<file path="config.mk">
export PLATFORM = sky130hd
export DESIGN_NAME = mdaa_front
export DESIGN_NICKNAME = d
export VERILOG_FILES = /design/src/hdl/mdaa_pkg.sv /design/src/hdl/mdaa_front.sv
export SDC_FILE = /design/constraint.sdc
export NUM_CORES = 1
export LEC_CHECK = 0
export ABC_AREA = 1
export BUFFER_PORTS_ARGS = -buffer_cell sky130_fd_sc_hd__buf_2
export CAP_MARGIN = 20
export CORE_ASPECT_RATIO = 0.5
export CORE_MARGIN = 10
export CORE_UTILIZATION = 44
export CTS_BUF_LIST = sky130_fd_sc_hd__clkbuf_8
export CTS_CLUSTER_SIZE = 20
export DETAILED_ROUTE_END_ITERATION = 10
export GPL_ROUTABILITY_DRIVEN = 0
export SYNTH_ARGS = -nofsm -noshare
export SYNTH_HDL_FRONTEND = slang
export SYNTH_SLANG_ARGS = --single-unit
</file>
<file path="constraint.sdc">
create_clock -name clk -period 7.4 [get_ports clk]
set_clock_uncertainty 0.15 [all_clocks]
set_input_delay 0.37 -clock clk [delete_from_list [all_inputs] [get_ports clk]]
set_output_delay 0.37 -clock clk [all_outputs]
set_load 0.1 [all_outputs]
</file>
<file path="src/hdl/mdaa_pkg.sv">
// Shared types and constants of the multidimensional array access block.
`timescale 1ns / 1ps
`default_nettype none
package mdaa_pkg;

	// Access kinds.
	localparam logic MODE_READ  = 1'b0;
	localparam logic MODE_WRITE = 1'b1;

	// Result status codes.
	localparam logic [1:0] STAT_OK     = 2'd0;
	localparam logic [1:0] STAT_INDEX  = 2'd1;
	localparam logic [1:0] STAT_OFFSET = 2'd2;

	// Configuration register map.
	localparam int CFG_IDX_W  = 3;
	localparam int CFG_DATA_W = 13;
	localparam logic [CFG_IDX_W-1:0] REG_DIM_COUNT = 3'd0;
	localparam logic [CFG_IDX_W-1:0] REG_EXTENT_0  = 3'd1;
	localparam logic [CFG_IDX_W-1:0] REG_EXTENT_1  = 3'd2;
	localparam logic [CFG_IDX_W-1:0] REG_EXTENT_2  = 3'd3;
	localparam logic [CFG_IDX_W-1:0] REG_EXTENT_3  = 3'd4;

	localparam int EXT_W   = 13;
	localparam int IDX_W   = 12;
	localparam int WDATA_W = 32;

	// One access beat.
	typedef struct packed {
		logic               mode;
		logic [IDX_W-1:0]   index_0;
		logic [IDX_W-1:0]   index_1;
		logic [IDX_W-1:0]   index_2;
		logic [IDX_W-1:0]   index_3;
		logic [WDATA_W-1:0] write_data;
	} cmd_t;

	// One result beat.
	typedef struct packed {
		logic [WDATA_W-1:0] read_data;
		logic [1:0]         status;
	} rsp_t;

	// Classified access passed from the front to the back, less its address.
	typedef struct packed {
		logic               mode;
		logic [1:0]         status;
		logic [WDATA_W-1:0] write_data;
	} job_t;

endpackage
`default_nettype wire

</file>
<file path="src/hdl/mdaa_front.sv">
// Front end: configuration registers, index checks and row-major offset forming.
`timescale 1ns / 1ps
`default_nettype none
module mdaa_front #(
	parameter int MAX_DIMS    = 4,
	parameter int STORE_DEPTH = 4096,
	parameter int ADDR_W      = 12
) (
	input  wire logic                            clk,
	input  wire logic                            arst_n,
	input  wire logic                            start,
	input  wire mdaa_pkg::cmd_t                  cmd,
	output logic                                 busy,
	input  wire logic                            cfg_we,
	input  wire logic [mdaa_pkg::CFG_IDX_W-1:0]  cfg_idx,
	input  wire logic [mdaa_pkg::CFG_DATA_W-1:0] cfg_data,
	output logic                                 push_valid,
	output mdaa_pkg::job_t                       push_job,
	output logic [ADDR_W-1:0]                    push_addr,
	input  wire logic                            q_full
);
	import mdaa_pkg::*;

	localparam int PW = ADDR_W + EXT_W + 1;
	localparam logic S_IDLE = 1'b0;
	localparam logic S_CALC = 1'b1;

	logic               state_q;
	logic [2:0]         dim_count_q;
	logic [EXT_W-1:0]   ext_q [4];
	logic [IDX_W-1:0]   idx_q [4];
	logic [2:0]         step_q;
	logic [ADDR_W-1:0]  acc_q;
	logic               ovf_q;
	logic               err_q;
	logic               mode_q;
	logic [WDATA_W-1:0] wdata_q;

	logic [2:0]  dims;
	logic        accept;
	logic        idx_err;
	logic [PW-1:0] horner;
	logic        calc_more;

	// Dimension count clamped to the supported range.
	always_comb begin
		if (dim_count_q == 3'd0) begin
			dims = 3'd1;
		end else if (dim_count_q > 3'(MAX_DIMS)) begin
			dims = 3'(MAX_DIMS);
		end else begin
			dims = dim_count_q;
		end
	end

	assign busy   = (state_q != S_IDLE);
	assign accept = start && !busy;

	// An index of a used dimension at or beyond its extent is rejected.
	always_comb begin
		idx_err = 1'b0;
		if ({1'b0, cmd.index_0} >= ext_q[0]) begin
			idx_err = 1'b1;
		end
		if (dims > 3'd1 && {1'b0, cmd.index_1} >= ext_q[1]) begin
			idx_err = 1'b1;
		end
		if (dims > 3'd2 && {1'b0, cmd.index_2} >= ext_q[2]) begin
			idx_err = 1'b1;
		end
		if (dims > 3'd3 && {1'b0, cmd.index_3} >= ext_q[3]) begin
			idx_err = 1'b1;
		end
	end

	// One Horner step: offset so far times the next extent plus the next index.
	assign horner = PW'(acc_q) * PW'(ext_q[step_q[1:0]]) + PW'(idx_q[step_q[1:0]]);
	assign calc_more = (step_q < dims);

	// Configuration writes; indexes past the register list are dropped.
	always_ff @(posedge clk or negedge arst_n) begin
		if (!arst_n) begin
			dim_count_q <= 3'd1;
			ext_q[0]    <= EXT_W'(1);
			ext_q[1]    <= EXT_W'(1);
			ext_q[2]    <= EXT_W'(1);
			ext_q[3]    <= EXT_W'(1);
		end else if (cfg_we) begin
			case (cfg_idx)
				REG_DIM_COUNT: dim_count_q <= cfg_data[2:0];
				REG_EXTENT_0:  ext_q[0] <= cfg_data;
				REG_EXTENT_1:  ext_q[1] <= cfg_data;
				REG_EXTENT_2:  ext_q[2] <= cfg_data;
				REG_EXTENT_3:  ext_q[3] <= cfg_data;
				default:       ;
			endcase
		end
	end

	// Sequencer: capture on accept, then one offset step per cycle.
	always_ff @(posedge clk or negedge arst_n) begin
		if (!arst_n) begin
			state_q <= S_IDLE;
			step_q  <= 3'd0;
		end else begin
			case (state_q)
				S_IDLE: begin
					if (accept) begin
						state_q <= S_CALC;
						step_q  <= 3'd1;
					end
				end
				S_CALC: begin
					if (calc_more) begin
						step_q <= step_q + 3'd1;
					end else if (!q_full) begin
						state_q <= S_IDLE;
					end
				end
				default: state_q <= S_IDLE;
			endcase
		end
	end

	// Item payload and running offset.
	always_ff @(posedge clk) begin
		if (accept) begin
			idx_q[0] <= cmd.index_0;
			idx_q[1] <= cmd.index_1;
			idx_q[2] <= cmd.index_2;
			idx_q[3] <= cmd.index_3;
			mode_q   <= cmd.mode;
			wdata_q  <= cmd.write_data;
			err_q    <= idx_err;
			acc_q    <= ADDR_W'(cmd.index_0);
			ovf_q    <= (32'(cmd.index_0) >= 32'(STORE_DEPTH));
		end else if (state_q == S_CALC && calc_more) begin
			acc_q <= horner[ADDR_W-1:0];
			ovf_q <= ovf_q || (horner >= PW'(STORE_DEPTH));
		end
	end

	// Hand the classified access to the queue.
	assign push_valid          = (state_q == S_CALC) && !calc_more && !q_full;
	assign push_job.mode       = mode_q;
	assign push_job.write_data = wdata_q;
	assign push_job.status     = err_q ? STAT_INDEX : (ovf_q ? STAT_OFFSET : STAT_OK);
	assign push_addr           = acc_q;

endmodule
`default_nettype wire

</file>
* Yosys cells after proc, flatten, opt, wreduce, memory -nomap -nowiden
Memories as Yosys holds them, arrays and structs flattened.
Index checks and enable logic that the tools add are counted.
** Cells by class
- $add $sub $neg :: 2
- Divide/modulo/power cells :: 0
- $lt $le $gt $ge :: 11
- Shift operators :: 0
- Bitwise operators :: 2
- $mul :: 1
- Equality and inequality tests :: 6
- Mux-type cells :: 18
- Reduce and logical (&&, ||, !) cells :: 21
** Operators with widths (count)
- greater-or-equal comparator 12 x 13 -> 1 bit :: 4
- adder 25 x 12 -> 26 bit :: 1
- binary-select mux 13 bit (select 2 bit) :: 1
- greater-or-equal comparator 26 x 13 -> 1 bit, second input constant :: 1
- two-way mux 13 bit :: 2
- multiplier 12 x 13 -> 25 bit :: 1
- two-way mux 12 bit :: 2
- two-way mux 3 bit :: 4
- AND reduction 2 bit :: 6
- logical AND 1 bit :: 7
- equality test 3 x 2 -> 1 bit, second input constant :: 2
- > comparator 3 x 2 -> 1 bit, second input constant :: 2
- logical NOT 3 bit :: 2
- case mux 3 bit (2 select lines) :: 1
- two-way mux 1 bit :: 5
- two-way mux 2 bit :: 2
- adder 3 x 1 -> 3 bit, second input constant :: 1
- equality test 3 x 1 -> 1 bit, second input constant :: 1
- equality test 3 bit, second input constant :: 1
- greater-or-equal comparator 3 bit, second input constant :: 1
- > comparator 3 x 1 -> 1 bit, second input constant :: 1
- > comparator 3 bit, second input constant :: 1
- logical NOT 1 bit :: 3
- less-than comparator 3 bit :: 1
- other kinds (8) :: 8
** Storage, ports and cells
- Latch bits :: 0
- Memory bits (read-only) :: 0
- Memory bits (writable) :: 48
- Memories :: 1
- Logic and storage cells :: 74
- Input port bits :: 102
- Register bits after elaboration :: 106
- Output and inout bits :: 49
** Memories
- idx_q :: depth 4, bits a word 12, rd ports 1, clocked after Yosys merged registers in 0, wr ports 4, line mdaa_front.sv:31 : logic [IDX_W-1:0] idx_q [4];

* Longest topological paths before layout
- Word-level depth :: 8
- Gate-level depth with buffers :: 33

* Worst setup path before layout
Ideal clock, no wire load.
- Path kind :: flip-flop to flip-flop
- Start point :: register acc_q[10] (netlist: push_addr[10])
- End point :: register ovf_q
- Setup time :: 0.273 ns
- Data arrival time :: 5.431 ns
- Clock period less this slack :: 5.854 ns
- Setup slack :: 1.546 ns
- Cell stages (with the launch flop) :: 23
- Cells stage by stage :: edfxtp_1 > inv_1 > nor2_1 > fa_1 > fa_1 > fa_1 > fa_1 > inv_1 > fa_1 > inv_1 > ha_1 > nand2_1 > inv_1 > a21oi_2 > inv_1 > a21oi_1 > nand3_1 > nand2_1 > nand2_1 > nor2_1 > nand3_1 > nand2_1 > a21oi_2
** Between the ends
- Cells in the longest elaborated chain, start to end :: 4
** Ends and longest elaborated chain
- start: declaration :: line mdaa_front.sv:33 : logic [ADDR_W-1:0] acc_q;
- start signal: assignment :: line mdaa_front.sv:135 : acc_q <= ADDR_W'(cmd.index_0);
- start signal: assignment :: line mdaa_front.sv:138 : acc_q <= horner[ADDR_W-1:0];
- multiplier 12 x 13 -> 25 bit :: line mdaa_front.sv:77 : assign horner = PW'(acc_q) * PW'(ext_q[step_q[1:0]]) + PW'(idx_q[step_q[1:0]]);
- adder 25 x 12 -> 26 bit :: line mdaa_front.sv:77
- greater-or-equal comparator 26 x 13 -> 1 bit :: line mdaa_front.sv:139 : ovf_q <= ovf_q || (horner >= PW'(STORE_DEPTH));
- logical OR 1 bit :: line mdaa_front.sv:139
- end signal: assignment :: line mdaa_front.sv:136 : ovf_q <= (32'(cmd.index_0) >= 32'(STORE_DEPTH));
- end signal: assignment :: line mdaa_front.sv:139
- end: declaration :: line mdaa_front.sv:34 : logic ovf_q;
Every way passes these cells.
A chain may end at the register's enable or synchronous reset.

* Worst setup path in the final report
- Start point :: register step_q[0]
- End point :: register ovf_q
** Between the ends
- Cells in the longest elaborated chain, start to end :: 8
- Elaborated cells on any way between the ends :: 11
- Classes of those cells :: 1 x add/sub; 1 x mul; 2 x order compare; 3 x mux; 1 x bitwise; 2 x reduce/logical; 1 x memory
** Ends and longest elaborated chain
- start: declaration :: line mdaa_front.sv:32 : logic [2:0] step_q;
- start signal: assignment :: line mdaa_front.sv:115 : step_q <= step_q + 3'd1;
- inverter 2 -> 3 bit (implied by the code) :: line mdaa_front.sv:77
- binary-select mux 13 bit (select 2 bit) :: line mdaa_front.sv:77
- two-way mux 13 bit (implied by the code) (2 in a row) :: line mdaa_front.sv:77
- multiplier 12 x 13 -> 25 bit :: line mdaa_front.sv:77
- adder 25 x 12 -> 26 bit :: line mdaa_front.sv:77
- greater-or-equal comparator 26 x 13 -> 1 bit :: line mdaa_front.sv:139
- logical OR 1 bit :: line mdaa_front.sv:139
Parallel ways exist; a longest one is shown, timed or not. The select of a mux whose other input is x is not followed.

==> impl_metrics.csv <==
group,metric,value,unit
status,outcome,"completed",
setup_path,worstPathRequired,7610,ps
clock_tree,cts_tree,"done",
setup_path,path_class,"reg -> reg",
sta,fin_setup_tns,0,ps
synth,ys_types,38,
clock_tree,cts-buffers-inserted,17,
clock_tree,postCtsSetupBuffers,0,
routing,num_vias,11000,
sta,finalCritPeriodShare,86.1,%
placed_design,place_hpwl,31200,microns
synth,async_flop_share,38.3,%
sta,slew_viol_final,0,
grt,antenna_found_initial,3,
setup_path,cp.buffers_inverters,3,
grt,grt_usage,20.9,%
finish,fillerInstances,2704,
floorplan,ios,151,
routing,viasPerCell,5.08,
setup_path,cpMostUsedCell,"nand2_1",
synth,synth-edff-count,94,
setup_path,crit_path_cell_trace,"buf_4 > inv_1 > nand2_1 > nand3_1 > nand2_1 > nor2_1 > fa_1 > fa_1 > fa_1 > fa_1 > fa_1 > ha_1 > nand2_2 > inv_1 > a21oi_1 > nand2_1 > nand3_1 > nand3b_1 > nand2_1 > nand2_1 > nor2_1 > nand3_1 > nand2_1 > a21oi_2",
floorplan,die_h,142,microns
floorplan,die-width,265,microns
routing,drc,0,
synth,synth_cells,1537,
synth,synth_top_area_share,21.4,%
floorplan,start_util,45.0,%
setup_path,crit_path_start_kind,"flop",
synth,synth_nets,1886,
sta,clock.fmax,157,MHz
synth,synth.most_common_cell,"nand2_1",
sta,setup_viol,0,
routing,ant_nets,0,
finish,flow.area_growth_from_synthesis,17.9,%
synth,synthFlopType,"edfxtp_1",
synth,syn_area_per_cell,8.57,sq um
setup_path,cpPeakStageDelay,770,ps
floorplan,rows,44,
synth,ys_ff_latch,154,
finish,layout.nets,2105,
hold_path,min_path_type,"in -> reg",
setup_path,cp_slowest_cell,"dfrtp_2",
grt,grt_pass1_vias,11700,
sta,worst_pin_slew,1050,ps
setup_path,crit_fanout,46,
placed_design,port_buffers,150,
synth,synth.area.top_cells,"edfxtp_1 21%, fa_1 19%, ha_1 12%, dfrtp_1 10%, nand2_1 10%",
setup_path,crit_family,"adder cells",
placed_design,dpl_cell_area,14300,sq um
synth,yosys-top-cells-count,"356 x nand2_1, 317 x inv_1, 143 x nor2_1, 125 x ha_1, 122 x fa_1",
finish,final_cell_area,15500,sq um
run,cap_violations,0,
sta,slew_headroom,30.1,%
synth,yosysTopAreaCell,"edfxtp_1",
clock_tree,clock_path_buffers,2,
routing,routed_wl,38800,microns
routing,wire_per_inst,17.9,microns
setup_path,worstPathArrival,6580,ps
finish,drive_above_1_share,12.2,%
synth,syn_area,13200,sq um
clock_tree,cts_sinks,154,
sta,period_needed,6370,ps
floorplan,core,29200,sq um
synth,synth-seq-area-share,32.8,%
grt,grt_max_degree,80,
clock_tree,clockRootBuffer,"clkbuf_8",
clock_tree,htreeDepth,4,
clock_tree,postCtsHoldBufs,76,
grt,grt_pass1_wl,61800,microns
sta,rsz0062_at_grt,"false",
grt,grt_overflow_total,0,
setup_path,worstSetupEndpointType,"flop",
clock_tree,clk_pin_slew,90,ps
floorplan,fp.dieArea,37700,sq um
sta,hold_viol_final,0,
clock_tree,clock_latency,470,ps
routing,firstDrtPassIters,7,
synth,yosys_warnings,0,
routing,drtIter0Drc,838,
clock_tree,cts_resized,0,
cells by family (layout without fill, tap and decap cells):
| group | count (synthesis) | after routing | synth area share [%] |
|---|---|---|---|
| flops | 154 | 154 | 32.8 |
| other cells | 0 | 3 | 0 |
| xor+xnor | 8 | 8 | 0.532 |
| fa+ha+maj | 247 | 247 | 30.4 |
| simple gates | 569 | 569 | 17.5 |
| compound gates | 205 | 205 | 8.47 |
| buf+inv | 354 | 586 | 10.2 |
final cells by class:
cell class | instances | area (sq um) | area share (%)
diodes | 3 | 7.51 | 0.0484
clock buffers | 17 | 234 | 1.51
clock inverters | 15 | 174 | 1.12
inverters | 317 | 1190 | 7.68
multi-input cells | 1029 | 7500 | 48.3
flip-flops and latches | 154 | 4330 | 27.9
well taps | 391 | 489 | 3.15
repair buffers | 237 | 1600 | 10.3
metrics by stage:
stage | instances | utilization [%] | hold WS, ps | setup slack (ps)
6_report | 2163 | 53.1 | 32.5 | 1030
5_1_grt | 2162 | 53.1 | 2.07 | 495
4_1_cts | 2157 | 53.0 | 6.06 | 1050
3_5_place_dp | 2049 | 49.0 | 326 | 1040
3_3_place_gp | 2049 | 49.0 | 320 | 1210
2_1_floorplan | 1537 | - | -75.6 | 1550
worst paths after layout:
path	cells after the start	start	to	slack (ps)
max in group asynchronous	3	arst_n	step_q[0]	6130
min in group asynchronous	3	arst_n	ext_q[21]	420
max reg2reg	24	step_q[0]	ovf_q	1030
min	1	cmd[74]	idx_q[0][6]	30
max	24	step_q[0]	ovf_q	1030
min reg2reg	2	ext_q[16]	ext_q[16]	340
per-layer routing:
metal | vias up | GRT usage, % | routed length, microns
li1 | 5260 | - | -
met1 | 5269 | 24.9 | 16200
met2 | 381 | 37.0 | 19000
met3 | 80 | 3.85 | 2300
met4 | 0 | 8.39 | 1280
met5 | - | 0 | 0
flip-flops by register name, indices dropped and copies added, names as in the netlist:
name and flops:
busy 1, dim_count_q 3, err_q 1, ext_q 52, idx_q 48, mode_q 1
ovf_q 1, push_addr 12, step_q 3, wdata_q 32
cells in the final DEF, fill, tap and decap left out, drive strengths merged:
| cell | instances |
|---|---|
| fa | 122 |
| ha | 125 |
| nand3 | 35 |
| xnor2 | 7 |
| diode | 3 |
| o21a | 2 |
| o311ai | 1 |
| a21oi | 70 |
| clkinvlp | 1 |
| dfstp | 5 |
| dfxtp | 1 |
| nor4 | 3 |
| bufinv | 3 |
| edfxtp | 94 |
| a32o | 8 |
| buf | 158 |
| dlygate4sd3 | 79 |
| nor2 | 147 |
| nor3 | 5 |
| and3 | 1 |
| a211oi | 2 |
| inv | 324 |
| xor2 | 1 |
| o21ai | 110 |
| nand4 | 9 |
| a21o | 3 |
| nand3b | 6 |
| nand2 | 363 |
| o21bai | 2 |
| clkinv | 4 |
| clkbuf | 17 |
| o211ai | 1 |
| o221a | 1 |
| o22ai | 5 |
| dfrtp | 54 |
Power is left out: the tool's default activity adds up to more than one toggle a clock period on the data nets, which glitch-free logic cannot reach.
