File: src/hdl/mdaa_pkg.sv
// Shared types and constants of the multidimensional array access block.
`timescale 1ns / 1ps
`default_nettype none
package mdaa_pkg;

	// Access kinds.
	localparam logic MODE_READ  = 1'b0;
	localparam logic MODE_WRITE = 1'b1;

	// Result status codes.
	localparam logic [1:0] STAT_OK     = 2'd0;
	localparam logic [1:0] STAT_INDEX  = 2'd1;
	localparam logic [1:0] STAT_OFFSET = 2'd2;

	// Configuration register map.
	localparam int CFG_IDX_W  = 3;
	localparam int CFG_DATA_W = 13;
	localparam logic [CFG_IDX_W-1:0] REG_DIM_COUNT = 3'd0;
	localparam logic [CFG_IDX_W-1:0] REG_EXTENT_0  = 3'd1;
	localparam logic [CFG_IDX_W-1:0] REG_EXTENT_1  = 3'd2;
	localparam logic [CFG_IDX_W-1:0] REG_EXTENT_2  = 3'd3;
	localparam logic [CFG_IDX_W-1:0] REG_EXTENT_3  = 3'd4;

	localparam int EXT_W   = 13;
	localparam int IDX_W   = 12;
	localparam int WDATA_W = 32;

	// One access beat.
	typedef struct packed {
		logic               mode;
		logic [IDX_W-1:0]   index_0;
		logic [IDX_W-1:0]   index_1;
		logic [IDX_W-1:0]   index_2;
		logic [IDX_W-1:0]   index_3;
		logic [WDATA_W-1:0] write_data;
	} cmd_t;

	// One result beat.
	typedef struct packed {
		logic [WDATA_W-1:0] read_data;
		logic [1:0]         status;
	} rsp_t;

	// Classified access passed from the front to the back, less its address.
	typedef struct packed {
		logic               mode;
		logic [1:0]         status;
		logic [WDATA_W-1:0] write_data;
	} job_t;

endpackage
`default_nettype wire

File: src/hdl/mdaa_queue.sv
// Two-entry queue between the front and back ends.
`timescale 1ns / 1ps
`default_nettype none
module mdaa_queue #(
	parameter int W = 8
) (
	input  wire logic         clk,
	input  wire logic         arst_n,
	input  wire logic         push,
	input  wire logic [W-1:0] push_data,
	output logic              full,
	input  wire logic         pop,
	output logic [W-1:0]      pop_data,
	output logic              not_empty
);
	import mdaa_pkg::*;

	logic [W-1:0] slot_q [2];
	logic         wr_ptr_q;
	logic         rd_ptr_q;
	logic [1:0]   count_q;
	logic         do_push;
	logic         do_pop;

	assign full      = (count_q == 2'd2);
	assign not_empty = (count_q != 2'd0);
	assign do_push   = push && !full;
	assign do_pop    = pop && not_empty;
	assign pop_data  = slot_q[rd_ptr_q];

	// Pointers and fill level.
	always_ff @(posedge clk or negedge arst_n) begin
		if (!arst_n) begin
			wr_ptr_q <= 1'b0;
			rd_ptr_q <= 1'b0;
			count_q  <= 2'd0;
		end else begin
			if (do_push) begin
				wr_ptr_q <= !wr_ptr_q;
			end
			if (do_pop) begin
				rd_ptr_q <= !rd_ptr_q;
			end
			case ({do_push, do_pop})
				2'b10:   count_q <= count_q + 2'd1;
				2'b01:   count_q <= count_q - 2'd1;
				default: count_q <= count_q;
			endcase
		end
	end

	// Entry storage.
	always_ff @(posedge clk) begin
		if (do_push) begin
			slot_q[wr_ptr_q] <= push_data;
		end
	end

endmodule
`default_nettype wire

File: config.mk
export PLATFORM = sky130hd
export DESIGN_NAME = mdaa_queue
export DESIGN_NICKNAME = d
export VERILOG_FILES = /design/src/hdl/mdaa_pkg.sv /design/src/hdl/mdaa_queue.sv
export SDC_FILE = /design/constraint.sdc
export NUM_CORES = 1
export LEC_CHECK = 0
export BUFFER_PORTS_ARGS = -buffer_cell sky130_fd_sc_hd__buf_2
export CORE_UTILIZATION = 48
export DETAILED_ROUTE_END_ITERATION = 12
export GPL_ROUTABILITY_DRIVEN = 0
export PLACE_DENSITY = 0.75
export RECOVER_POWER = 50
export SYNTH_ARGS = -nofsm -noshare
export SYNTH_HDL_FRONTEND = slang
export SYNTH_SLANG_ARGS = --single-unit
File: constraint.sdc
create_clock -name clk -period 1.5 [get_ports clk]
set_input_delay 0 -clock clk [delete_from_list [all_inputs] [get_ports clk]]
set_output_delay 0 -clock clk [all_outputs]
set_load 0.02 [all_outputs]
## Word level (Yosys, flattened, before mapping)

Memories as Yosys holds them, arrays and structs flattened.
Index checks and enable logic that the tools add are counted.

- Register bits after elaboration: 4
- Input port bits: 12
- Memory bits (writable): 16
- Word-level logic and storage cells: 19
- Memories kept: 1

- Reduce and logical (&&, ||, !) cells: 7
- Equal/unequal tests: 3
- Muxes and demuxes: 3
- Add/subtract/negate cells: 2

Memories:

| memory | depth | width | rd ports | clocked after memory_dff | write ports | line | text |
|---|---|---|---|---|---|---|---|
| slot_q | 2 | 8 | 1 | 0 | 1 | mdaa_queue.sv:18 | `logic [W-1:0] slot_q [2];` |

Operators by type and width:

| cell | number |
|---|---|
| 2-bit == test (second input constant) | 2 |
| 2-bit case mux with 2 select lines | 1 |
| 2-bit nonzero test | 2 |
| 1-bit zero test | 3 |
| 2-bit by 1-bit adder with 2-bit output (second input constant) | 1 |
| 2-bit by 1-bit == test with 1-bit output (second input constant) | 1 |
| 1-bit logical AND | 2 |
| 1-bit two-way mux | 2 |
| 2-bit by 1-bit subtractor with 2-bit output (second input constant) | 1 |

## Logic depth before layout (Yosys ltp)

Gate-level depths: netlist of the first run.

- Depth after elaboration: 5
- Gate-level depth with buffers: 6

## Worst setup path before layout of the first run

OpenSTA, ideal clock, no wires.

- Kind: reg-to-reg
- Start point: reg count_q[0]
- End point: reg count_q[1]
- Arrival time: 1440 ps
- Cell stages (with the launch flop): 6
- Clock period less this slack: 1520 ps
- Library setup time: 79 ps
- Path slack: -20 ps
- Required time: 1421 ps
- Cells stage by stage: dfrtp_1 > or2_1 > and2_4 > ha_1 > nor2_1 > xor2_1

- Elaborated cells between the ends (all ways): 11

RTL lines:

| item | line | text |
|---|---|---|
| start: declaration | mdaa_queue.sv:21 | `logic [1:0] count_q;` |
| start signal: assignment | mdaa_queue.sv:45 | `2'b10: count_q <= count_q + 2'd1;` |
| start signal: assignment | mdaa_queue.sv:46 | `2'b01: count_q <= count_q - 2'd1;` |
| start signal: assignment | mdaa_queue.sv:47 | `default: count_q <= count_q;` |
| 2-bit nonzero test * | mdaa_queue.sv:26 | `assign not_empty = (count_q != 2'd0);` |
| named net not_empty | mdaa_queue.sv:14 | `output logic not_empty` |
| 1-bit logical AND * | mdaa_queue.sv:28 | `assign do_pop = pop && not_empty;` |
| named net do_pop | mdaa_queue.sv:23 | `logic do_pop;` |
| 2-bit by 1-bit == test with 1-bit output or 2-bit == test (tied branches) | mdaa_queue.sv:44 | `case ({do_push, do_pop})` |
| 2-bit case mux with 2 select lines or 2-bit nonzero test (tied branches) | -- |  |

Mark *: on every way through the listed nets, which the timed path passes. The rest lies on a longest branch.
A chain may end at the register's enable or synchronous reset.

## Worst setup path in the final report of the first run

- Start point: reg count_q[0]
- End point: reg count_q[1]

- Elaborated cells between the ends (all ways): 11

RTL lines:

| item | line |
|---|---|
| 2-bit nonzero test * | mdaa_queue.sv:26 |
| 1-bit logical AND * | mdaa_queue.sv:28 |
| named net do_pop | mdaa_queue.sv:23 |
| 2-bit by 1-bit == test with 1-bit output or 2-bit == test (tied branches) | mdaa_queue.sv:44 |
| 2-bit case mux with 2 select lines or 2-bit nonzero test (tied branches) | -- |

Marked as above.

==> Flow_metrics.wiki, run 1 <==
{| class="wikitable"
! Metric !! Value
|-
| WS Path Type || register to register
|-
| Clock-pin slew of the registers on the worst-case setup and hold paths || between 0.1 and 0.15 ns
|-
| Period utilization || a little over nine tenths
|-
| Average wire per cell in the routed design || 12.65 microns
|-
| Critical path cell sequence || or2_4 > and2_4 > ha_4 > xnor2_1 > nor2_1 > xor2_1
|-
| Worst path arrival time || roughly 1.7 ns
|-
| Area delta synth->final || 39.09%
|-
| Clock latency of the later-clocked register in the worst-skew pair || 0.30 ns
|-
| Overall fraction of global-route tracks in use || between 10% and 20%
|-
| Finished layout cell area || 0.001077 sq mm
|-
| Bufs on Longest Clock Path || 2
|-
| Post-Route Hold Slack || ~0.051 ns
|-
| Die boundary width || about 42 microns
|-
| Number of I/O port buffers || 21
|-
| Transition at the pin with the smallest max-transition slack || around 0.4 ns
|-
| Number of distinct library cell variants in the gate-level netlist after synthesis || 14
|-
| Clock tree from TritonCTS || yes
|-
| Max stage delay on crit path || 0.43 ns
|-
| Leading cell type in the layout, fill and taps excluded || edfxtp_1
|-
| Headroom to the max-slew limit || ~73%
|-
| Count of antenna-violating nets left after detailed routing || 0
|-
| Leak || between 0.0004 and 0.0005 uW
|-
| Ratio of cells with drive above 1 in the final layout || between 40 and 50%
|-
| Number of nets in the layout || 94
|-
| Mean number of vias per cell || 4.688
|-
| Slowest library cell on the worst path || dfrtp_1
|-
| Initial cell density of the core || roughly 50%
|-
| Wire length of the first global-routing pass || approximately 1900 microns
|-
| Setup slack after layout || 0.03670 ns
|-
| Total overflow reported by the global router || 0
|-
| Max-cap viol count || 0
|-
| Total of endpoints with negative setup slack in the final report || 0
|-
| Endpoints failing hold || 0
|-
| Count of final max-slew check failures || 0
|-
| FF+latch count, synth || 20
|-
| Core outline area || about 0.0015 sq mm
|-
| Worst vdd rail ir drop || ~0.0013 V
|-
| Number of instances in the placed design || just over 80
|-
| Final Routed Wirelength || around 1200 microns
|-
| Number of iterations in the first detailed-routing pass || 4
|-
| Mapped Nets || 56
|-
| Critical Path Source Type || register
|-
| DRC || 0
|-
| Status || finished, final reports clean
|-
| Die Span Y || approximately 42 microns
|-
| Via count of the routed design || 450
|-
| Hold Path Class || input pin to async pin
|-
| Post-Layout Cell Count || between 90 and 100
|-
| Die Area || ~0.0018 sq mm
|-
| Via count of the first global-routing pass || approximately 440
|-
| DRT iter0 DRCs || 9
|-
| Biggest fanout along the worst timing path || 4
|-
| H-tree depth || 1
|-
| Root cell of the clock tree || clkbuf_4
|-
| Kind of end point of the critical path || register
|-
| Pwr dens || a little under 2000 mW/mm^2
|-
| Fraction of the yosys area taken by sequential cells || approximately 75%
|-
| Initial antenna violation count || 0
|-
| Minimum clock period || 1.463 ns
|-
| Post-synth design cell area || 774.5 sq um
|-
| Commonest cells after routing, fill and taps aside || 16 x edfxtp_1, 15 x buf_2, 10 x dlygate4sd3_1
|-
| Ys Warns || 0
|-
| DP Area || about 910 sq um
|-
| Count of antenna diodes in the layout || 0
|-
| Required time worst endpoint || about 1.7 ns
|-
| Largest net degree at the start of global routing || 13
|-
| Number of placement rows || 14
|-
| CTS sink count || 20
|-
| Synthesized area per cell || approximately 18 sq um
|-
| Fmax || 0.6834 GHz
|-
| Total I/O pin count || 22
|-
| Clock Skews || 0.006654 ns
|-
| Placement Setup Slack || ~0.014 ns
|-
| Number of clock buffers inserted by TritonCTS || 3
|-
| RSZ-0062 raised after global routing || true
|-
| Post-synthesis cell count || between 40 and 50
|}
-- per-stage QoR --
step	util (%)	setup TNS [ns]	power, uW
final	71.51	0	2073
after global routing	71.51	-0.06358	2187
after CTS	70.85	0	2064
after detailed placement	60.55	0	1613
after global placement	60.55	0	1602
after floorplan	-	0	1398
-- worst max-delay path: cells and delay by family (launching register included) --
kind                     cells  cell delay, ns
XOR/XNOR                     2            0.30
adder cells (fa/ha/maj)      1            0.15
flip-flops                   1            0.43
AND/OR/NAND/NOR              3            0.48
-- final timing paths --
check	from	endpoint	slack (ns)	depth (start not counted)
setup / recovery	count_q[0]	count_q[1]	0.04	6
max in group asynchronous	arst_n	rd_ptr_q	1.25	2
min in group clk	push	wr_ptr_q	0.05	3
hold reg to reg	wr_ptr_q	wr_ptr_q	0.50	1
hold / removal	arst_n	wr_ptr_q	0.05	2
setup reg to reg	count_q[0]	count_q[1]	0.04	6
-- cells in the mapped netlist --
master	n	share of area, %
inv_1	1	0.48
or2_1	1	0.81
xnor2_1	3	3.4
buf_2	1	0.65
xor2_1	2	2.3
nand2b_1	1	0.81
nor2_1	2	0.97
nand2_1	1	0.48
mux2_2	8	12
ha_1	1	1.6
and2_4	1	1.1
and3_1	1	0.81
edfxtp_1	16	62
dfrtp_1	4	13
-- cell type report --
type,count,area [sq um]
inverter,1,3.754
sequential,20,580.6
multi-input combinational,21,200.2
clock inverter,1,30.03
fill,96,429.2
tap,16,20.02
timing repair buffer,34,220.2
clock buffer,3,22.52
-- power by group --
part | total (uW) | internal [uW] | switching [uW]
combinational | 760 | 373 | 387
clock | 431 | 270 | 161
sequential | 882 | 775 | 107
total | 2070 | 1420 | 655
-- per-layer routing --
| metal | track usage, % | vias to the layer above | part of all wire, % |
|---|---|---|---|
| met5 | 0 | - | 0 |
| met4 | 11.25 | 0 | 1.3 |
| met3 | 3.017 | 2 | 4.0 |
| met2 | 23.69 | 13 | 51 |
| met1 | 18.40 | 207 | 44 |
| li1 | - | 228 | - |
-- logic make-up after synthesis --
kind of cell               after synthesis  synth area share (%)
DFF                                     20                 74.96
muxes                                    8                 11.63
and+or+nand+nor                          7                 5.010
xor gates and xnor gates                 5                 5.655
buffers and inverters                    2                 1.130
adders and majority gates                1                 1.615
-- state kept, by name (all words and copies together) (netlist names) --
name,count
slot_q,16
count_q,2
rd_ptr_q,1
wr_ptr_q,1
-- timing repair --
action,CTS,global route
endpoints found under the setup margin,1,1
hold endpoints to repair,21,0
pin swaps,2,3
resized for setup,1,1
setup buffers,0,1
hold buffers,10,0
Note: power is estimated with default switching activity, not from simulation.
==> run 2: changes to the inputs <==
==> constraint.sdc (replaced) <==
create_clock -name clk -period 1.5 [get_ports clk]
set_input_delay 0 -clock clk [delete_from_list [all_inputs] [get_ports clk]]
set_output_delay 0 -clock clk [all_outputs]
set_load 0.1 [all_outputs]
==> run 2 against run 1 <==
Compared with the run above:
- clock skew decreased by 0.0056 ns
- sequential cell count unchanged
- final cell count down 1.0%
- critical path depth is the same
- critical endpoint unchanged
- highest routed layer unchanged
==> Flow_metrics.wiki, run 2 (synthesized netlist as in run 1, its figures left out) <==
{| class="wikitable"
! Metric !! Value
|-
| Status || finished, final reports clean (unchanged)
|-
| Number of clock buffers inserted by TritonCTS || 3 (unchanged)
|-
| Number of fill cells || 112 (was 96)
|-
| Hold Crit Start || pop
|-
| Area delta synth->final || 37.16% (was 39.09%)
|-
| CTS sink count || 20 (unchanged)
|-
| Die boundary width || 42.17 microns (unchanged)
|-
| Overall fraction of global-route tracks in use || 15.90% (was 15.13%)
|-
| Mean number of vias per cell || 4.842 (was 4.688)
|-
| Minimum clock period || 1.457 ns (was 1.463 ns)
|-
| Total overflow reported by the global router || 0 (unchanged)
|-
| Clock tree from TritonCTS || yes (unchanged)
|-
| Number of iterations in the first detailed-routing pass || 3 (was 4)
|-
| Critical path origin || count_q[0] (unchanged)
|-
| Registers with the most flip-flops || slot_q (16), count_q (2) (unchanged)
|-
| Area occupied by registers || 581.8 sq um (was 580.6 sq um)
|-
| Cell depth of the worst hold path || 3
|-
| Cell count of the worst reg-to-reg path || 6 (unchanged)
|-
| Max layer used || met4 (unchanged)
|-
| Number of placement rows || 14 (unchanged)
|-
| Critical Path Source Type || register (unchanged)
|-
| Clock Skews || 0.001048 ns (was 0.006654 ns)
|-
| Period utilization || 97.14% (was 97.55%)
|-
| Clock-pin slew of the registers on the worst-case setup and hold paths || 0.10 ns (was 0.11 ns)
|-
| Largest register by flop count || slot_q (unchanged)
|-
| Commonest cells after routing, fill and taps aside || 16 x edfxtp_1, 11 x clkbuf_4, 9 x dlygate4sd3_1 (was 16 x edfxtp_1, 15 x buf_2, 10 x dlygate4sd3_1)
|-
| Final Routed Wirelength || 1225 microns (was 1214 microns)
|-
| Biggest fanout along the worst timing path || 4 (unchanged)
|-
| Hold Path Class || input pin to register (was input pin to async pin)
|-
| DRC || 0 (unchanged)
|-
| Fmax || 0.6863 GHz (was 0.6834 GHz)
|-
| Kind of end point of the critical path || register (unchanged)
|-
| DR WL met3 || 42 microns (was 49 microns)
|-
| Initial antenna violation count || 0 (unchanged)
|-
| Utilization of the core after routing || 70.52% (was 71.51%)
|-
| Leading cell type in the layout, fill and taps excluded || edfxtp_1 (unchanged)
|-
| Number of nets in the layout || 93 (was 94)
|-
| Required time worst endpoint || 1.68 ns (was 1.69 ns)
|-
| Via count of the first global-routing pass || 463 (was 441)
|-
| Placed wire-length estimate || 815.9 microns
|-
| Detail Route met2 WL || 667 microns (was 617 microns)
|-
| Transition at the pin with the smallest max-transition slack || 0.4869 ns (was 0.4106 ns)
|-
| RSZ-0062 raised after global routing || true (unchanged)
|-
| Die Area || 0.001778 sq mm (unchanged)
|-
| Count of antenna-violating nets left after detailed routing || 0 (unchanged)
|-
| Flip-flop count of the largest register, all copies and words added || 16 (unchanged)
|-
| Endpoints failing hold || 0 (unchanged)
|-
| Via count of the routed design || 460 (was 450)
|-
| Register-to-Register Setup Slack || 0.04 ns (about the same)
|-
| Critical path cell sequence || or2_4 > and2_4 > ha_4 > xnor2_1 > nor2_1 > xor2_1 (unchanged)
|-
| Area taken by multi-input logic gates || 200.2 sq um (unchanged)
|-
| Clock latency of the later-clocked register in the worst-skew pair || 0.29 ns (was 0.30 ns)
|-
| Count of antenna diodes in the layout || 0 (unchanged)
|-
| Metal1 wirelength || 490 microns (was 529 microns)
|-
| Origin of the critical flop-to-flop path || count_q[0] (unchanged)
|-
| Slowest library cell on the worst path || dfrtp_1 (unchanged)
|-
| Average wire per cell in the routed design || 12.89 microns (was 12.65 microns)
|-
| Worst path arrival time || 1.64 ns (was 1.65 ns)
|-
| H-tree depth || 1 (unchanged)
|-
| Count of final max-slew check failures || 0 (unchanged)
|-
| Root cell of the clock tree || clkbuf_4 (unchanged)
|-
| WS Path Type || register to register (unchanged)
|-
| Ratio of cells with drive above 1 in the final layout || 41.77% (was 41.25%)
|-
| Total of endpoints with negative setup slack in the final report || 0 (unchanged)
|-
| Max stage delay on crit path || 0.42 ns (was 0.43 ns)
|-
| Initial cell density of the core || 51.41% (unchanged)
|-
| Wire length of the first global-routing pass || 2042 microns (was 1925 microns)
|-
| Number of I/O port buffers || 21 (unchanged)
|-
| Bufs on Longest Clock Path || 2 (unchanged)
|-
| Largest net degree at the start of global routing || 12 (was 13)
|-
| Max-cap viol count || 0 (unchanged)
|-
| Core outline area || 0.001506 sq mm (unchanged)
|-
| Total I/O pin count || 22 (unchanged)
|-
| Die Span Y || 42.17 microns (unchanged)
|-
| DRT iter0 DRCs || 4 (was 9)
|-
| Headroom to the max-slew limit || 67.76% (was 72.63%)
|}
run 2: layer usage:
layer	vias up	GRT usage [%]
li1	228	-
met1	217	18.81
met2	11	26.77
met3	4	4.310
met4	0	7.500
met5	-	0
run 2: stage by stage:
stage	cells	setup slack [ns]	hold WS [ns]	setup TNS (ns)	area [sq um]
finish	95	0.04296	0.04402	0	1062
global route	95	-0.002629	0.03129	-0.004883	1062
CTS	94	0.01841	0.02141	0	1042
detailed placement	81	0.05158	-0.1886	0	924.6
global placement	81	0.07400	-0.1876	0	924.6
floorplan	43	-0.09065	-0.2956	-0.09065	789.5
run 2: timing repair:
| action | CTS | global route |
|---|---|---|
| hold buffers | 9 | 0 |
| gates resized for setup | 1 | 8 |
| setup endpoints to repair | 8 | 9 |
| setup buffers | 0 | 1 |
| cloned | 0 | 0 |
| hold endpoints to repair | 20 | 0 |
run 2: cell type report:
| cell class | instances | share of cell area [%] |
|---|---|---|
| Clock buffer | 3 | 2.120 |
| Multi-Input combinational cell | 21 | 18.85 |
| Timing Repair Buffer | 33 | 21.67 |
| Tap cell | 16 | 1.885 |
| Inverter | 1 | 0.3534 |
| Sequential cell | 20 | 54.77 |
| Clock inverter | 1 | 0.3534 |
run 2: worst paths after layout:
path,end
min,rd_ptr_q
min in group asynchronous,count_q[0]
max reg2reg,count_q[1]
max,count_q[1]
max in group asynchronous,rd_ptr_q
min reg2reg,wr_ptr_q
run 2: critical path: cells and delay by family, from the launching register on:
family                   cells  cell delay (ns)
AND/OR/NAND/NOR              3             0.48
flip-flops                   1             0.42
XOR/XNOR                     2             0.29
adder cells (fa/ha/maj)      1             0.15
Power of run 2 is not shown: default switching activity piles up to over one toggle a cycle in this logic, so the estimate is an artifact.
==> run 3: changes to the inputs <==
BUFFER_PORTS_ARGS = -buffer_cell sky130_fd_sc_hd__buf_4   (was -buffer_cell sky130_fd_sc_hd__buf_2)
==> run 3 against run 2 <==
Compared with the run above:
- final cell count is 1.1% higher
- non-clock buffer count is 1 higher
- setup slack gained 0.0098 ns
- critical path type unchanged
==> Flow_metrics.wiki, run 3 (synthesized netlist as in run 1, its figures left out) <==
{| class="wikitable"
! Metric !! Value
|-
| Status || finished, final reports clean (unchanged)
|-
| Core outline area || 0.001506 sq mm (unchanged)
|-
| Total overflow reported by the global router || 0 (unchanged)
|-
| WS Path Type || register to register (unchanged)
|-
| Number of I/O port buffers || 21 (unchanged)
|-
| H-tree depth || 1 (unchanged)
|-
| Hold Path Class || input pin to register (unchanged)
|-
| Root cell of the clock tree || clkbuf_4 (unchanged)
|-
| Transition at the pin with the smallest max-transition slack || 0.5442 ns (was 0.4869 ns)
|-
| Hold Crit Start || pop (unchanged)
|-
| Headroom to the max-slew limit || 63.88% (was 67.76%)
|-
| Register-to-Register Setup Slack || 0.05 ns (was 0.04 ns)
|-
| Endpoints failing hold || 0 (unchanged)
|-
| DRT iter0 DRCs || 6 (was 4)
|-
| Number of fill cells || 111 (was 112)
|-
| Clock-pin slew of the registers on the worst-case setup and hold paths || 0.10 ns (about the same)
|-
| Registers with the most flip-flops || slot_q (16), count_q (2) (unchanged)
|-
| Number of iterations in the first detailed-routing pass || 4 (was 3)
|-
| CTS sink count || 20 (unchanged)
|-
| Clock latency of the later-clocked register in the worst-skew pair || 0.30 ns (was 0.29 ns)
|-
| Total I/O pin count || 22 (unchanged)
|-
| Die boundary width || 42.17 microns (unchanged)
|-
| Die Span Y || 42.17 microns (unchanged)
|-
| Bufs on Longest Clock Path || 2 (unchanged)
|-
| Origin of the critical flop-to-flop path || count_q[1] (was count_q[0])
|-
| RSZ-0062 raised after global routing || false (was true)
|-
| Via count of the routed design || 461 (was 460)
|-
| Kind of end point of the critical path || register (unchanged)
|-
| Count of final max-slew check failures || 0 (unchanged)
|-
| Leading cell type in the layout, fill and taps excluded || edfxtp_1 (unchanged)
|-
| Wire length of the first global-routing pass || 2152 microns (was 2042 microns)
|-
| Count of antenna-violating nets left after detailed routing || 0 (unchanged)
|-
| Number of placement rows || 14 (unchanged)
|-
| Commonest cells after routing, fill and taps aside || 16 x edfxtp_1, 14 x buf_4, 10 x clkbuf_4 (was 16 x edfxtp_1, 11 x clkbuf_4, 9 x dlygate4sd3_1)
|-
| Number of instances in the placed design || 81 (unchanged)
|-
| Total of endpoints with negative setup slack in the final report || 0 (unchanged)
|-
| Utilization of the core after routing || 73.34% (was 70.52%)
|-
| Biggest fanout along the worst timing path || 3 (was 4)
|-
| Fmax || 0.6909 GHz (was 0.6863 GHz)
|-
| Placement Setup Slack || 0.04726 ns (was 0.05158 ns)
|-
| Average wire per cell in the routed design || 13.80 microns (was 12.89 microns)
|-
| Largest register by flop count || slot_q (unchanged)
|-
| Clock Skews || 0.005310 ns (was 0.001048 ns)
|-
| Worst path arrival time || 1.63 ns (was 1.64 ns)
|-
| Largest net degree at the start of global routing || 12 (unchanged)
|-
| DRC || 0 (unchanged)
|-
| Die Area || 0.001778 sq mm (unchanged)
|-
| Number of nets in the layout || 94 (was 93)
|-
| Required time worst endpoint || 1.68 ns (about the same)
|-
| Flip-flop count of the largest register, all copies and words added || 16 (unchanged)
|-
| Ratio of cells with drive above 1 in the final layout || 48.75% (was 41.77%)
|-
| Mean number of vias per cell || 4.802 (was 4.842)
|-
| Count of antenna diodes in the layout || 0 (unchanged)
|-
| Number of clock buffers inserted by TritonCTS || 3 (unchanged)
|-
| Initial antenna violation count || 0 (unchanged)
|-
| Initial cell density of the core || 51.41% (unchanged)
|-
| Setup slack after layout || 0.05271 ns (was 0.04296 ns)
|-
| Critical path origin || count_q[1] (was count_q[0])
|-
| Period utilization || 96.49% (was 97.14%)
|-
| Overall fraction of global-route tracks in use || 16.64% (was 15.90%)
|-
| Area delta synth->final || 42.65% (was 37.16%)
|-
| Clock tree from TritonCTS || yes (unchanged)
|-
| Final Routed Wirelength || 1325 microns (was 1225 microns)
|-
| Post-Route Hold Slack || 0.02247 ns (was 0.04402 ns)
|-
| Placed wire-length estimate || 823.1 microns (was 815.9 microns)
|-
| Minimum clock period || 1.447 ns (was 1.457 ns)
|-
| Via count of the first global-routing pass || 492 (was 463)
|-
| Critical Path Source Type || register (unchanged)
|-
| Max-cap viol count || 0 (unchanged)
|-
| Post-Layout Cell Count || 96 (was 95)
|}
run 3: path summary, 6_finish.rpt:
path                                   end  cells past startpoint
worst min-delay path              rd_ptr_q                      3
max in group asynchronous         rd_ptr_q                      2
worst max register to register  count_q[1]                      6
worst max-delay path            count_q[1]                      6
min in group asynchronous         wr_ptr_q                      2
worst min register to register    wr_ptr_q                      1
run 3: final cells by class:
cell class / instances / area (sq um) / area share [%]
inverter: 1 / 3.754 / 0.3398
sequential: 20 / 581.8 / 52.66
tap: 16 / 20.02 / 1.812
timing repair buffer: 34 / 265.3 / 24.01
clock buffer: 4 / 26.28 / 2.378
multi-input combinational: 21 / 207.7 / 18.80
run 3: worst max-delay path: stages, from the launching register on:
cell and delay (ns):
dfrtp_1 0.44, or2_4 0.25, and2_4 0.15, ha_4 0.16, xnor2_2 0.14, nor2_1 0.06
xor2_1 0.15
run 3: what timing repair did:
item / in CTS / in global routing
endpoints found under the setup margin: 8 / 1
hold buffers: 9 / 0
setup buffers: 0 / 2
gates resized for setup: 1 / 1
hold endpoints to repair: 20 / 0
cloned: 0 / 0
pin swaps: 0 / 1
run 3: per-stage QoR:
| step | cell area [sq um] | setup TNS, ns |
|---|---|---|
| 6_report | 1105 | 0 |
| 5_1_grt | 1105 | 0 |
| 4_1_cts | 1095 | 0 |
| 3_5_place_dp | 977.2 | 0 |
| 3_3_place_gp | 977.2 | 0 |
| 2_1_floorplan | 789.5 | -0.09065 |
run 3: layer usage:
metal,vias to the layer above,routed length [microns],global-route usage (%)
met1,221,569,21.19
met5,-,0,0
met4,0,0,5.625
met2,11,708,28.00
met3,0,47,3.879
li1,229,-,-
Power of run 3 is left out for the same reason.
